### src/rtl/core/tfrc_pkg.sv
// ----------------------------------------------------------------------------
// tfrc_pkg
// Shared types and constants for the four-register instruction step core:
// sequencer states, arithmetic op codes and instruction field positions.
// ----------------------------------------------------------------------------
package tfrc_pkg;

    localparam int unsigned DATA_W = 8;
    localparam int unsigned RIDX_W = 2;
    localparam int unsigned NUM_REGS = 4;
    localparam int unsigned CNT_W = 3;

    // instruction bit positions
    localparam int unsigned BIT_ALU_N = 7;  // clear: immediate load
    localparam int unsigned BIT_IO = 6;     // set: IN / OUT
    localparam int unsigned BIT_OUT = 2;    // set within IN / OUT: OUT

    localparam logic [RIDX_W-1:0] REG_D = 2'd3;
    localparam logic [CNT_W-1:0] ITER_LAST = 3'd7;

    typedef enum logic [1:0] {
        OP_ADD = 2'd0,
        OP_SUB = 2'd1,
        OP_MUL = 2'd2,
        OP_DIV = 2'd3
    } op_t;

    typedef enum logic [3:0] {
        S_IDLE   = 4'b0001,
        S_DECODE = 4'b0010,
        S_EXEC   = 4'b0100,
        S_EMIT   = 4'b1000
    } state_t;

endpackage

### src/rtl/core/tiny_four_register_cpu_step.sv
// ----------------------------------------------------------------------------
// tiny_four_register_cpu_step
// Executes one instruction byte per input beat on four 8-bit registers,
// using one shared 9-bit add/subtract unit under a small sequencer.
// ----------------------------------------------------------------------------
// Timing: an immediate load or IN completes in the accept cycle and the core
// is ready again next cycle. OUT and a divide by zero pass through accept,
// operand decode and the result stage; ADD and SUB through accept, operand
// decode and one pass through the adder. MUL and DIV pass through accept,
// decode and eight iterations of the shared adder (shift-add for MUL,
// restoring steps for DIV). The register file is read through two registered
// ports in the accept cycle. A result beat sits in an output register, so the
// core takes the next instruction while it waits; a second result waits in the
// emit state until the output register frees up.
module tiny_four_register_cpu_step (
    input  logic       clk,
    input  logic       rst_n,
    input  logic       in_valid,
    output logic       in_stall,
    input  logic [7:0] instr_byte,
    input  logic [7:0] in_value,
    output logic       out_valid,
    input  logic       out_stall,
    output logic [7:0] out_value,
    output logic       fault
);

    tfrc_pkg::state_t state_reg, state_next;

    logic [tfrc_pkg::DATA_W-1:0]   mem [tfrc_pkg::NUM_REGS];
    logic [tfrc_pkg::NUM_REGS-1:0] mem_ok_reg;
    logic [tfrc_pkg::DATA_W-1:0]   rd_dst_reg, rd_src_reg;
    logic                          rd_dst_ok_reg, rd_src_ok_reg;
    logic [tfrc_pkg::DATA_W-1:0]   opnd_a, opnd_b;

    logic [tfrc_pkg::DATA_W-1:0]   ir_reg;
    tfrc_pkg::op_t                 op_reg, op_next;
    logic [tfrc_pkg::RIDX_W-1:0]   rd_reg, rd_next;
    logic [tfrc_pkg::DATA_W-1:0]   x_reg, x_next;
    logic [tfrc_pkg::DATA_W-1:0]   y_reg, y_next;
    logic [tfrc_pkg::DATA_W-1:0]   q_reg, q_next;
    logic [tfrc_pkg::CNT_W-1:0]    cnt_reg, cnt_next;
    logic [tfrc_pkg::DATA_W-1:0]   res_val_reg, res_val_next;
    logic                          res_fault_reg, res_fault_next;

    logic                          out_valid_reg, out_valid_next;
    logic [tfrc_pkg::DATA_W-1:0]   out_value_reg, out_value_next;
    logic                          fault_reg, fault_next;

    logic                          in_fire, is_local;
    logic                          we;
    logic [tfrc_pkg::RIDX_W-1:0]   waddr;
    logic [tfrc_pkg::DATA_W-1:0]   wdata;

    // shared adder
    logic                          alu_sub;
    logic [tfrc_pkg::DATA_W:0]     alu_x, alu_y;
    logic [tfrc_pkg::DATA_W+1:0]   alu_sum;
    logic                          div_ge;

    assign in_stall = (state_reg != tfrc_pkg::S_IDLE);
    assign in_fire  = in_valid && !in_stall;
    assign is_local = !instr_byte[tfrc_pkg::BIT_ALU_N]
                   || (instr_byte[tfrc_pkg::BIT_IO] && !instr_byte[tfrc_pkg::BIT_OUT]);

    assign opnd_a = rd_dst_ok_reg ? rd_dst_reg : '0;
    assign opnd_b = rd_src_ok_reg ? rd_src_reg : '0;

    assign alu_sub = (op_reg == tfrc_pkg::OP_SUB) || (op_reg == tfrc_pkg::OP_DIV);
    assign alu_x   = (op_reg == tfrc_pkg::OP_DIV) ? {x_reg, q_reg[tfrc_pkg::DATA_W-1]}
                                                  : {1'b0, x_reg};
    assign alu_y   = {1'b0, y_reg};
    assign alu_sum = {1'b0, alu_x} + {1'b0, (alu_sub ? ~alu_y : alu_y)}
                   + {{(tfrc_pkg::DATA_W+1){1'b0}}, alu_sub};
    // no borrow out of the trial subtract
    assign div_ge  = alu_sum[tfrc_pkg::DATA_W+1];

    // register file: registered read ports, one write port
    always_ff @(posedge clk)
    begin
        if (we)
        begin
            mem[waddr] <= wdata;
        end
        if (in_fire)
        begin
            rd_dst_reg <= mem[instr_byte[3:2]];
            rd_src_reg <= mem[instr_byte[1:0]];
        end
    end

    always_ff @(posedge clk or negedge rst_n)
    begin
        if (!rst_n)
        begin
            mem_ok_reg    <= '0;
            rd_dst_ok_reg <= 1'b0;
            rd_src_ok_reg <= 1'b0;
        end
        else
        begin
            if (we)
            begin
                mem_ok_reg[waddr] <= 1'b1;
            end
            if (in_fire)
            begin
                rd_dst_ok_reg <= mem_ok_reg[instr_byte[3:2]];
                rd_src_ok_reg <= mem_ok_reg[instr_byte[1:0]];
            end
        end
    end

    always_comb
    begin
        state_next     = state_reg;
        op_next        = op_reg;
        rd_next        = rd_reg;
        x_next         = x_reg;
        y_next         = y_reg;
        q_next         = q_reg;
        cnt_next       = cnt_reg;
        res_val_next   = res_val_reg;
        res_fault_next = res_fault_reg;
        out_valid_next = out_valid_reg && out_stall;
        out_value_next = out_value_reg;
        fault_next     = fault_reg;
        we             = 1'b0;
        waddr          = rd_reg;
        wdata          = x_reg;

        unique case (state_reg)
            tfrc_pkg::S_IDLE:
            begin
                if (in_fire)
                begin
                    if (is_local)
                    begin
                        we = 1'b1;
                        if (!instr_byte[tfrc_pkg::BIT_ALU_N])
                        begin
                            waddr = tfrc_pkg::REG_D;
                            wdata = {1'b0, instr_byte[6:0]};
                        end
                        else
                        begin
                            waddr = instr_byte[1:0];
                            wdata = in_value;
                        end
                    end
                    else
                    begin
                        state_next = tfrc_pkg::S_DECODE;
                    end
                end
            end

            tfrc_pkg::S_DECODE:
            begin
                op_next = tfrc_pkg::op_t'(ir_reg[5:4]);
                rd_next = ir_reg[3:2];
                if (ir_reg[tfrc_pkg::BIT_IO])
                begin
                    res_val_next   = opnd_b;
                    res_fault_next = 1'b0;
                    state_next     = tfrc_pkg::S_EMIT;
                end
                else
                begin
                    unique case (tfrc_pkg::op_t'(ir_reg[5:4]))
                        tfrc_pkg::OP_ADD, tfrc_pkg::OP_SUB:
                        begin
                            x_next     = opnd_a;
                            y_next     = opnd_b;
                            cnt_next   = '0;
                            state_next = tfrc_pkg::S_EXEC;
                        end
                        tfrc_pkg::OP_MUL:
                        begin
                            x_next     = '0;
                            y_next     = opnd_a;
                            q_next     = opnd_b;
                            cnt_next   = tfrc_pkg::ITER_LAST;
                            state_next = tfrc_pkg::S_EXEC;
                        end
                        tfrc_pkg::OP_DIV:
                        begin
                            if (opnd_b == '0)
                            begin
                                res_val_next   = '0;
                                res_fault_next = 1'b1;
                                state_next     = tfrc_pkg::S_EMIT;
                            end
                            else
                            begin
                                x_next     = '0;
                                y_next     = opnd_b;
                                q_next     = opnd_a;
                                cnt_next   = tfrc_pkg::ITER_LAST;
                                state_next = tfrc_pkg::S_EXEC;
                            end
                        end
                        default:
                        begin
                            state_next = tfrc_pkg::S_IDLE;
                        end
                    endcase
                end
            end

            tfrc_pkg::S_EXEC:
            begin
                unique case (op_reg)
                    tfrc_pkg::OP_ADD, tfrc_pkg::OP_SUB:
                    begin
                        x_next = alu_sum[tfrc_pkg::DATA_W-1:0];
                    end
                    tfrc_pkg::OP_MUL:
                    begin
                        if (q_reg[0])
                        begin
                            x_next = alu_sum[tfrc_pkg::DATA_W-1:0];
                        end
                        y_next = {y_reg[tfrc_pkg::DATA_W-2:0], 1'b0};
                        q_next = {1'b0, q_reg[tfrc_pkg::DATA_W-1:1]};
                    end
                    tfrc_pkg::OP_DIV:
                    begin
                        // partial remainder stays below the divisor
                        x_next = div_ge ? alu_sum[tfrc_pkg::DATA_W-1:0]
                                        : alu_x[tfrc_pkg::DATA_W-1:0];
                        q_next = {q_reg[tfrc_pkg::DATA_W-2:0], div_ge};
                    end
                    default:
                    begin
                        x_next = x_reg;
                    end
                endcase
                cnt_next = cnt_reg - 1'b1;
                if (cnt_reg == '0)
                begin
                    we         = 1'b1;
                    waddr      = rd_reg;
                    wdata      = (op_reg == tfrc_pkg::OP_DIV) ? q_next : x_next;
                    state_next = tfrc_pkg::S_IDLE;
                end
            end

            tfrc_pkg::S_EMIT:
            begin
                if (!out_valid_reg || !out_stall)
                begin
                    out_valid_next = 1'b1;
                    out_value_next = res_val_reg;
                    fault_next     = res_fault_reg;
                    state_next     = tfrc_pkg::S_IDLE;
                end
            end

            default:
            begin
                state_next = tfrc_pkg::S_IDLE;
            end
        endcase
    end

    always_ff @(posedge clk or negedge rst_n)
    begin
        if (!rst_n)
        begin
            state_reg     <= tfrc_pkg::S_IDLE;
            out_valid_reg <= 1'b0;
        end
        else
        begin
            state_reg     <= state_next;
            out_valid_reg <= out_valid_next;
        end
    end

    always_ff @(posedge clk)
    begin
        if (in_fire)
        begin
            ir_reg <= instr_byte;
        end
        op_reg        <= op_next;
        rd_reg        <= rd_next;
        x_reg         <= x_next;
        y_reg         <= y_next;
        q_reg         <= q_next;
        cnt_reg       <= cnt_next;
        res_val_reg   <= res_val_next;
        res_fault_reg <= res_fault_next;
        out_value_reg <= out_value_next;
        fault_reg     <= fault_next;
    end

    assign out_valid = out_valid_reg;
    assign out_value = out_value_reg;
    assign fault     = fault_reg;

    // a fault beat carries a zero value
    a_fault_zero: assert property (@(posedge clk) disable iff (!rst_n)
        out_valid && fault |-> out_value == '0)
        else $error("fault beat with nonzero value");

    // iterations continue until the count runs out
    a_exec_runs: assert property (@(posedge clk) disable iff (!rst_n)
        state_reg == tfrc_pkg::S_EXEC && cnt_reg != '0 |=> state_reg == tfrc_pkg::S_EXEC)
        else $error("iteration cut short");

    // arithmetic and OUT go through decode, local writes do not
    a_accept_route: assert property (@(posedge clk) disable iff (!rst_n)
        in_fire |=> (state_reg == tfrc_pkg::S_DECODE) == !$past(is_local))
        else $error("wrong route after accept");

    // an immediate load marks register d as written
    a_movi_valid: assert property (@(posedge clk) disable iff (!rst_n)
        in_fire && !instr_byte[tfrc_pkg::BIT_ALU_N] |=> mem_ok_reg[tfrc_pkg::REG_D])
        else $error("immediate load lost");

endmodule
### config.mk
export PLATFORM = sky130hd
export DESIGN_NAME = tiny_four_register_cpu_step
export DESIGN_NICKNAME = d
export VERILOG_FILES = /design/src/rtl/core/tfrc_pkg.sv /design/src/rtl/core/tiny_four_register_cpu_step.sv
export SDC_FILE = /design/constraint.sdc
export NUM_CORES = 1
export LEC_CHECK = 0
export BUFFER_PORTS_ARGS = -buffer_cell sky130_fd_sc_hd__buf_2
export CAP_MARGIN = 20
export CORE_MARGIN = 5
export CORE_UTILIZATION = 51
export CTS_BUF_LIST = sky130_fd_sc_hd__clkbuf_8
export CTS_CLUSTER_DIAMETER = 50
export CTS_CLUSTER_SIZE = 30
export DETAILED_ROUTE_END_ITERATION = 8
export PLACE_DENSITY = 0.71
export SLEW_MARGIN = 10
export SYNTH_ARGS = -nofsm -noshare
export SYNTH_HDL_FRONTEND = slang
export SYNTH_SLANG_ARGS = --single-unit
### constraint.sdc
create_clock -name clk -period 3.2 [get_ports clk]
set_input_delay 0.64 -clock clk [delete_from_list [all_inputs] [get_ports clk]]
set_output_delay 0.64 -clock clk [all_outputs]
set_load 0.01 [all_outputs]
==> impl_metrics.json, run 1 <==
{
  "start_util": 0.5178,
  "synthFlopType": "edfxtp_1",
  "maxCapViolations": 0,
  "finalCritPeriodShare": 0.9632,
  "rsz0062_at_grt": "no",
  "die_w_um": 120.2,
  "fin_crit_ns": 3.082,
  "cp_slowest_cell": "o221ai_1",
  "power_mw": 3.564,
  "pin_count": 31,
  "cts_buffers": 17,
  "r2r_start": "op_reg[0]",
  "synth_fp_nets": 561,
  "yosys_warnings": 0,
  "slowest_delay_ns": 0.44,
  "final_common_cell": "edfxtp_1",
  "worstPathArrival_ns": 3.26,
  "routed_wl_um": 16440,
  "relSlewSlack": 0.4294,
  "final_cell_area_um2": 6989,
  "dr.pass1.iters": 6,
  "fmax_mhz": 324.4,
  "r2r_end": "mem[1][5]",
  "startpoint": "op_reg[0]",
  "die_h_um": 120.2,
  "regMostFlops": "mem",
  "finalMaxSlewViolations": 0,
  "drcViolationCount": 0,
  "largest_reg_flops": 32,
  "setup-violations-final": 0,
  "cts_htree_levels": 4,
  "place_congestion": 0.9298,
  "async_flop_share": 0.09735,
  "synth_area_um2": 6193,
  "drive_gt1_frac": 0.2017,
  "root_buffer": "clkbuf_8",
  "worstMarginPinSlew_ns": 0.8559,
  "finalHoldViolations": 0,
  "clk_path_buf_depth": 2,
  "cp-endpoint": "mem[1][5]",
  "irDropWorstVdd_v": 0.0004992,
  "grt_max_degree": 46,
  "syn_avg_cell_area_um2": 11.66,
  "path_class": "reg -> reg",
  "cts.sinks": 113,
  "synth-edff-count": 102,
  "die_area_um2": 14450,
  "ys_ff_latch": 113,
  "critPathMaxFanout": 12,
  "postCtsHoldBufs": 0,
  "tritoncts": "built",
  "power_density_nw_per_um2": 509.9,
  "post-dp-hpwl_um": 12070,
  "ant_nets": 0,
  "viasPerCell": 6.441,
  "r2r_slack_ns": 0.12,
  "final.setup.tns_ns": 0,
  "required_ns": 3.37,
  "via_count": 4715,
  "num_antenna_cells": 0,
  "finClkSkew_ns": 0.009572,
  "syn_inst": 531,
  "final_cell_mix": "edfxtp_1, nand2_1, o21ai_0",
  "grt_usage": 0.2392,
  "post_dp_cell_area_um2": 6580,
  "hp-class": "in -> async",
  "coreArea_um2": 11960,
  "antenna_found_initial": 1,
  "grt_pass1_wl_um": 25930,
  "drt_iter0_markers": 570,
  "reg2reg_depth": 9,
  "syn2layout_area_growth_pct": 12.85,
  "wl_per_cell_um": 22.46,
  "grt_pass1_vias": 4583,
  "synthDistinctLibCells": 64,
  "power.leakage_nw": 2.580,
  "cp-end-kind": "flop",
  "rows": 40,
  "path_cells": "nand2_2 -> mux2_2 -> ha_1 -> nand3_1 -> a21o_1 -> a31o_2 -> a31oi_1 -> o21ai_0 -> o221ai_1",
  "status": "completed",
  "clk-insertion-delay-late_ns": 0.44,
  "clk_pin_slew_ns": 0.07,
  "postCtsSetupBuffers": 0,
  "nets": 602,
  "overflow": 0,
  "setup.worst_path.start_class": "flop",
  "synth-seq-area-share": 0.5392,
  "portBuffers": 30
}
[power by group]
part	internal (mW)	switching (mW)
Sequential	1.71	0.0537
Combinational	0.166	0.247
Clock	0.826	0.563
[worst min path at each step]
| stage | start | endpoint | slack [ns] | cells past startpoint |
|---|---|---|---|---|
| 4_1_cts | rst_n | mem_ok_reg[2] | 0.05 | 1 |
| 5_1_grt | rst_n | mem_ok_reg[1] | 0.05 | 1 |
| 6_report | rst_n | mem_ok_reg[1] | 0.06 | 1 |
| 2_1_floorplan | rst_n | mem_ok_reg[0] | 0.34 | 0 |
| 3_3_place_gp | ir_reg[2] | rd_reg[0] | 0.40 | 0 |
| 3_5_place_dp | res_val_reg[0] | out_value[0] | 0.41 | 0 |
[kinds of logic (layout without fill, tap and decap cells)]
logic type,Yosys count,count (layout),synth area share
AOI/OAI and AO/OA,143,143,0.1550
xor gates and xnor gates,11,11,0.01556
adders and majority gates,10,10,0.02141
buffers and inverters,47,101,0.03010
DFF,113,113,0.5392
muxes,40,40,0.1030
and+or+nand+nor,167,167,0.1358
[what timing repair did]
action	in CTS	in global routing
hold endpoints to repair	0	0
endpoints found under the setup margin	0	5
gates resized for setup	0	2
[metrics by stage]
stage,hold WS (ns),worst slack (ns),instances,utilization
3_5_place_dp,0.4061,0.1553,700,0.5501
2_1_floorplan,0.3444,0.06884,531,-
3_3_place_gp,0.4022,0.2665,700,0.5501
6_report,0.05795,0.1176,732,0.5843
5_1_grt,0.04773,0.0006855,732,0.5843
4_1_cts,0.04705,0.1419,732,0.5843
[cells in the mapped netlist, types with 12 or more instances]
library cell / instances / area share
a311oi_1: 12 / 0.017
mux2i_1: 15 / 0.024
clkbuf_1: 22 / 0.013
nor2_1: 31 / 0.019
inv_1: 16 / 0.0097
o21ai_0: 43 / 0.035
mux4_2: 18 / 0.065
a31oi_1: 14 / 0.014
nor2b_1: 15 / 0.015
nand2_1: 64 / 0.039
a21oi_1: 26 / 0.021
edfxtp_1: 102 / 0.49
[layout make-up]
type	instances	area [µm²]
repair buffers	53	322.8
inverters	16	60.06
clock buffers	17	234.0
fillers	940	4972
clock inverters	15	175.2
multi-input cells	371	2674
well taps	147	183.9
flip-flops and latches	113	3339
[critical path, delay by kind of cell (launching register included)]
kind | cells | cell delay [ns]
multiplexers | 1 | 0.38
flip-flops | 1 | 0.41
adder cells (fa/ha/maj) | 1 | 0.34
AND/OR/NAND/NOR | 2 | 0.31
AO/OA/AOI/OAI | 5 | 1.36
[per-layer routing]
metal / vias to the layer above / routed length (µm) / track usage / part of all wire
met1: 2299 / 6738 / 0.3195 / 0.41
li1: 2127 / - / - / -
met5: - / 13 / 0 / 0.00079
met2: 247 / 7778 / 0.3772 / 0.47
met4: 2 / 440 / 0.08518 / 0.027
met3: 40 / 1471 / 0.06595 / 0.089
No activity file was read; power rests on OpenSTA's default activity.
==> run 2: changes to the inputs <==
--- a/config.mk
+++ b/config.mk
@@ -5,12 +5,12 @@
 export SDC_FILE = /design/constraint.sdc
 export NUM_CORES = 1
 export LEC_CHECK = 0
+export ABC_AREA = 1
 export BUFFER_PORTS_ARGS = -buffer_cell sky130_fd_sc_hd__buf_2
 export CAP_MARGIN = 20
 export CORE_MARGIN = 5
 export CORE_UTILIZATION = 51
 export CTS_BUF_LIST = sky130_fd_sc_hd__clkbuf_8
-export CTS_CLUSTER_DIAMETER = 50
 export CTS_CLUSTER_SIZE = 30
 export DETAILED_ROUTE_END_ITERATION = 8
 export PLACE_DENSITY = 0.71
==> impl_metrics.json, run 2 <==
{
  "fin_hold_ws_ns": 0.08998,
  "worstPathArrival_ns": 3.14,
  "root_buffer": "clkbuf_8",
  "synth_fp_nets": 719,
  "clk-insertion-delay-late_ns": 0.44,
  "p_clk_frac": 0.275,
  "drt_iter0_markers": 517,
  "crit_top_cell": "nand2_1",
  "cp-end-kind": "flop",
  "required_ns": 3.35,
  "post_dp_cell_area_um2": 6479,
  "finish.utilization": 0.5831,
  "overflow": 0,
  "grt_max_degree": 28,
  "cts_htree_levels": 4,
  "finalHoldViolations": 0,
  "intPower_mw": 3.553,
  "power.leakage_nw": 2.885,
  "num_antenna_cells": 0,
  "status": "completed",
  "critPathMaxFanout": 13,
  "startpoint": "op_reg[0]",
  "setup_slack_ns": 0.2168,
  "finalCritPeriodShare": 0.9322,
  "ant_nets": 0,
  "syn2layout_area_growth_pct": 13.03,
  "maxCapViolations": 0,
  "drcViolationCount": 0,
  "synthMostInstantiatedCell": "nand2_1",
  "p_comb_frac": 0.341,
  "ys_top_cells_by_area": "edfxtp_1, nand2_1, o21ai_0",
  "r2r_start": "op_reg[0]",
  "rows": 40,
  "final.setup.tns_ns": 0,
  "post-place-ws_ns": 0.2749,
  "synthDistinctLibCells": 49,
  "clk_pin_slew_ns": 0.08,
  "grt_usage": 0.2484,
  "die_h_um": 119.8,
  "routed_wl_um": 17480,
  "largest_reg_flops": 32,
  "final_cell_mix": "nand2_1, nor2_1, edfxtp_1",
  "power_density_nw_per_um2": 825.9,
  "clk_path_buf_depth": 2,
  "cts_buffers": 17,
  "netSwitchingPower_mw": 2.184,
  "portBuffers": 30,
  "regMostFlops": "mem",
  "antenna_found_initial": 0,
  "finClkSkew_ns": 0.01099,
  "fin_cells": 889,
  "cp_slowest_cell": "edfxtp_1",
  "setup-violations-final": 0,
  "cts_resized": 0,
  "cts.sinks": 113,
  "dpl.cell_count": 856,
  "syn_inst": 689,
  "ys_ff_latch": 113,
  "die_area_um2": 14340,
  "post-dp-hpwl_um": 12850,
  "worstMarginPinSlew_ns": 0.7435,
  "postCtsHoldBufs": 0,
  "synth.top_cell.area_share": 0.4985,
  "tritoncts": "built",
  "nFillCells": 1029,
  "pin_count": 31,
  "final_common_cell": "nand2_1",
  "start_util": 0.5159,
  "nets": 759,
  "grt_pass1_vias": 4961,
  "final_cell_area_um2": 6945,
  "path_cells": "nand2_2 -> buf_4 -> nand2_1 -> nand3_2 -> nand2_2 -> fa_1 -> inv_1 -> nand3_1 -> nand2_1 -> xnor2_1 -> inv_1 -> nand2_1 -> o21ai_0 -> or2_2 -> nand2_1 -> o211ai_1",
  "drive_gt1_frac": 0.1402,
  "yosys.area.top_type": "edfxtp_1",
  "swShare": 0.3807,
  "finalMaxSlewViolations": 0,
  "async_flop_share": 0.09735,
  "path_class": "reg -> reg",
  "hp-class": "in -> async",
  "synth_area_um2": 6145,
  "viasPerCell": 5.895,
  "rsz0062_at_grt": "no",
  "yosys_warnings": 0,
  "fin_crit_ns": 2.983,
  "synthFlopType": "edfxtp_1",
  "synth_common_cells": "nand2_1, edfxtp_1, nor2_1",
  "syn_avg_cell_area_um2": 8.918,
  "irDropWorstVdd_v": 0.0003771,
  "grt_pass1_wl_um": 27020,
  "power_mw": 5.736,
  "postCtsSetupBuffers": 0,
  "slowest_delay_ns": 0.42,
  "setup.worst_path.start_class": "flop",
  "dr.pass1.iters": 6,
  "via_count": 5241,
  "seq_power_share": 0.385,
  "wl_per_cell_um": 19.66,
  "coreArea_um2": 11910,
  "relSlewSlack": 0.5025,
  "synth-edff-count": 102,
  "place_congestion": 1.000,
  "r2r_slack_ns": 0.22,
  "fmax_mhz": 335.2,
  "die_w_um": 119.8,
  "synth-seq-area-share": 0.5435
}
run 2: cell count changes after synthesis, moves of 6 or more:
cell and delta:
a31oi_1 -7, nor2b_1 -15, nand2_1 +59, mux4_2 -18, inv_1 +52, nor2_1 +71
a21oi_1 +8, a311oi_1 -12, mux2_2 -6, o22ai_1 +13, mux2i_1 -14, o21ai_0 +44
and3_1 -9, nand3_1 +24
run 2: cell families after synthesis:
kind of cell	after synthesis	share of synthesized area
simple gates	288	0.2018
compound gates	165	0.1501
flops	113	0.5435
fa+ha+maj	10	0.02158
buf+inv	100	0.06434
mux	1	0.001629
xor+xnor	12	0.01710
run 2: metal layers:
layer | vias up | wire [µm] | GRT usage
li1 | 2454 | - | -
met1 | 2490 | 7338 | 0.3350
met2 | 262 | 8308 | 0.4043
met3 | 35 | 1370 | 0.04665
met4 | 0 | 459 | 0.08805
met5 | - | 0 | 0
run 2: worst paths after layout:
kind,to,depth (start not counted)
setup / recovery,mem[1][4],16
hold / removal,state_reg[2],1
setup reg to reg,mem[1][4],16
hold reg to reg,out_value[5],0
max in group asynchronous,state_reg[0],1
min in group clk,ir_reg[4],1
run 2: layout make-up:
type	count	area [µm²]	area share
clock buffer	17	234.0	0.03369
clock inverter	15	227.7	0.03279
sequential	113	3339	0.4808
inverter	76	290.3	0.04179
tap	147	183.9	0.02648
timing repair buffer	45	260.3	0.03747
multi-input combinational	476	2410	0.3470
run 2: power by group through the flow:
stage	clock, mW	sequential (mW)	combinational [mW]
finish	1.57	2.21	1.95
global route	1.66	2.23	2.15
detailed placement	0	2.23	1.91
floorplan	0	2.14	1.36
global placement	0	2.23	1.89
CTS	1.59	2.20	1.92
run 2: worst max-delay path, delay by kind of cell (launching register included):
kind | cells | cell delay, ns
simple gates | 9 | 1.09
flops | 1 | 0.42
fa+ha+maj | 1 | 0.39
buf+inv | 3 | 0.39
compound gates | 2 | 0.25
xor+xnor | 1 | 0.16
==> run 3: changes to the inputs <==
--- a/config.mk
+++ b/config.mk
@@ -8,12 +8,14 @@
 export ABC_AREA = 1
 export BUFFER_PORTS_ARGS = -buffer_cell sky130_fd_sc_hd__buf_2
 export CAP_MARGIN = 20
+export CELL_PAD_IN_SITES_DETAIL_PLACEMENT = 1
+export CELL_PAD_IN_SITES_GLOBAL_PLACEMENT = 2
 export CORE_MARGIN = 5
-export CORE_UTILIZATION = 51
+export CORE_UTILIZATION = 36
 export CTS_BUF_LIST = sky130_fd_sc_hd__clkbuf_8
 export CTS_CLUSTER_SIZE = 30
 export DETAILED_ROUTE_END_ITERATION = 8
-export PLACE_DENSITY = 0.71
+export PLACE_DENSITY_LB_ADDON = 0.1
 export SLEW_MARGIN = 10
 export SYNTH_ARGS = -nofsm -noshare
 export SYNTH_HDL_FRONTEND = slang
==> impl_metrics.json, run 3 (same netlist as run 2, synthesis figures left out) <==
{
  "grt_usage": 0.2125,
  "setup-violations-final": 0,
  "final_cell_mix": "nand2_1, nor2_1, edfxtp_1",
  "wl_per_cell_um": 21.07,
  "pin_count": 31,
  "regMostFlops": "mem",
  "die_area_um2": 19780,
  "fmax_mhz": 337.8,
  "die_h_um": 140.6,
  "finalHoldViolations": 0,
  "multi_input_comb_area_um2": 2410,
  "setup_slack_ns": 0.2394,
  "cts.sinks": 113,
  "viasPerCell": 5.309,
  "drive_gt1_frac": 0.1446,
  "intPower_mw": 3.389,
  "rows": 47,
  "post-place-ws_ns": 0.2630,
  "grt_pass1_vias": 5517,
  "p_clk_frac": 0.247,
  "dpl.cell_count": 935,
  "cp-endpoint": "mem[1][4]",
  "status": "completed",
  "fin_crit_ns": 2.961,
  "drt_iter0_markers": 360,
  "root_buffer": "clkbuf_8",
  "place_congestion": 0.8516,
  "power.leakage_nw": 2.875,
  "r2r_start": "op_reg[0]",
  "overflow": 0,
  "nets": 764,
  "clk_path_buf_depth": 2,
  "power_density_nw_per_um2": 800.6,
  "cts_htree_levels": 4,
  "fin_cells": 967,
  "via_count": 5134,
  "post-dp-hpwl_um": 15790,
  "post_dp_cell_area_um2": 6613,
  "maxCapViolations": 0,
  "final_cell_area_um2": 7013,
  "required_ns": 3.36,
  "startpoint": "op_reg[0]",
  "start_util": 0.3692,
  "finClkSkew_ns": 0.008355,
  "p_comb_frac": 0.360,
  "irDropWorstVdd_v": 0.0003170,
  "syn2layout_area_growth_pct": 14.13,
  "drcViolationCount": 0,
  "cp-end-kind": "flop",
  "r2r_slack_ns": 0.24,
  "worstPathArrival_ns": 3.12,
  "clk-insertion-delay-late_ns": 0.45,
  "netSwitchingPower_mw": 2.226,
  "num_antenna_cells": 0,
  "antenna_found_initial": 0,
  "r2r_end": "mem[1][4]",
  "critPathMaxFanout": 16,
  "seq_area_um2": 3339,
  "finalMaxSlewViolations": 0,
  "setup.worst_path.start_class": "flop",
  "routed_wl_um": 20370,
  "final_common_cell": "nand2_1",
  "dr.pass1.iters": 5,
  "portBuffers": 30,
  "ant_nets": 0,
  "path_class": "reg -> reg",
  "cts_buffers": 17,
  "power_mw": 5.615,
  "coreArea_um2": 16640,
  "grt_pass1_wl_um": 31910,
  "tritoncts": "built",
  "swShare": 0.3964,
  "hp-class": "in -> async",
  "relSlewSlack": 0.5103,
  "largest_reg_flops": 32,
  "finalCritPeriodShare": 0.9252,
  "die_w_um": 140.6,
  "final.setup.tns_ns": 0,
  "nFillCells": 1952,
  "clk_pin_slew_ns": 0.07,
  "seq_power_share": 0.393,
  "worstMarginPinSlew_ns": 0.7318,
  "reg2reg_depth": 15,
  "rsz0062_at_grt": "no",
  "grt_max_degree": 31
}
run 3: power by group through the flow:
stage	combinational [mW]	clock (mW)	sequential, mW
after global routing	2.23	1.49	2.23
after global placement	1.99	0	2.23
after floorplan	1.36	0	2.14
after detailed placement	2.02	0	2.24
after CTS	2.03	1.42	2.21
final	2.02	1.39	2.21
run 3: area by class of cell:
type,count,area share
Tap cell,220,0.03925
Clock inverter,15,0.02373
Timing Repair Buffer,50,0.04246
Inverter,76,0.04139
Sequential cell,113,0.4762
Multi-Input combinational cell,476,0.3436
Clock buffer,17,0.03336
run 3: worst min-delay path by stage:
stage	start	to	cells past startpoint	slack, ns
after floorplan	rst_n	mem_ok_reg[0]	0	0.34
after global placement	ir_reg[2]	rd_reg[0]	0	0.40
after detailed placement	ir_reg[2]	rd_reg[0]	0	0.41
after CTS	rst_n	mem_ok_reg[3]	1	0.08
after global routing	rst_n	mem_ok_reg[3]	1	0.08
final	rst_n	mem_ok_reg[3]	1	0.08
run 3: worst max-delay path, stage by stage (launching register included):
cell and delay [ns]:
edfxtp_1 0.41, nand2_2 0.26, nand2_1 0.09, o21ai_1 0.16
inv_1 0.10, fa_1 0.47, inv_1 0.10, nand3_1 0.07
nand2_1 0.09, xnor2_1 0.14, inv_1 0.06, nand2_1 0.06
o21ai_0 0.11, or2_2 0.30, nand2_1 0.11, o211ai_1 0.16
run 3: repair_timing:
action / in CTS / in global routing
setup endpoints to repair: 0 / 4
hold endpoints to repair: 0 / 0
setup buffers: 0 / 0
hold buffers: 0 / 0
resized for setup: 0 / 1
run 3: layer usage:
| layer | vias to the layer above | part of all wire | track usage |
|---|---|---|---|
| li1 | 2466 | - | - |
| met1 | 2578 | 0.45 | 0.2692 |
| met2 | 66 | 0.50 | 0.3697 |
| met3 | 24 | 0.026 | 0.03183 |
| met4 | 0 | 0.023 | 0.07649 |
| met5 | - | 0 | 0 |
run 3: stage by stage:
stage                     utilization  hold slack [ns]
after floorplan                     -           0.3444
after global placement         0.3970           0.4002
after detailed placement       0.3973           0.4056
after CTS                      0.4214          0.07615
after global routing           0.4214          0.08017
final                          0.4214          0.08352
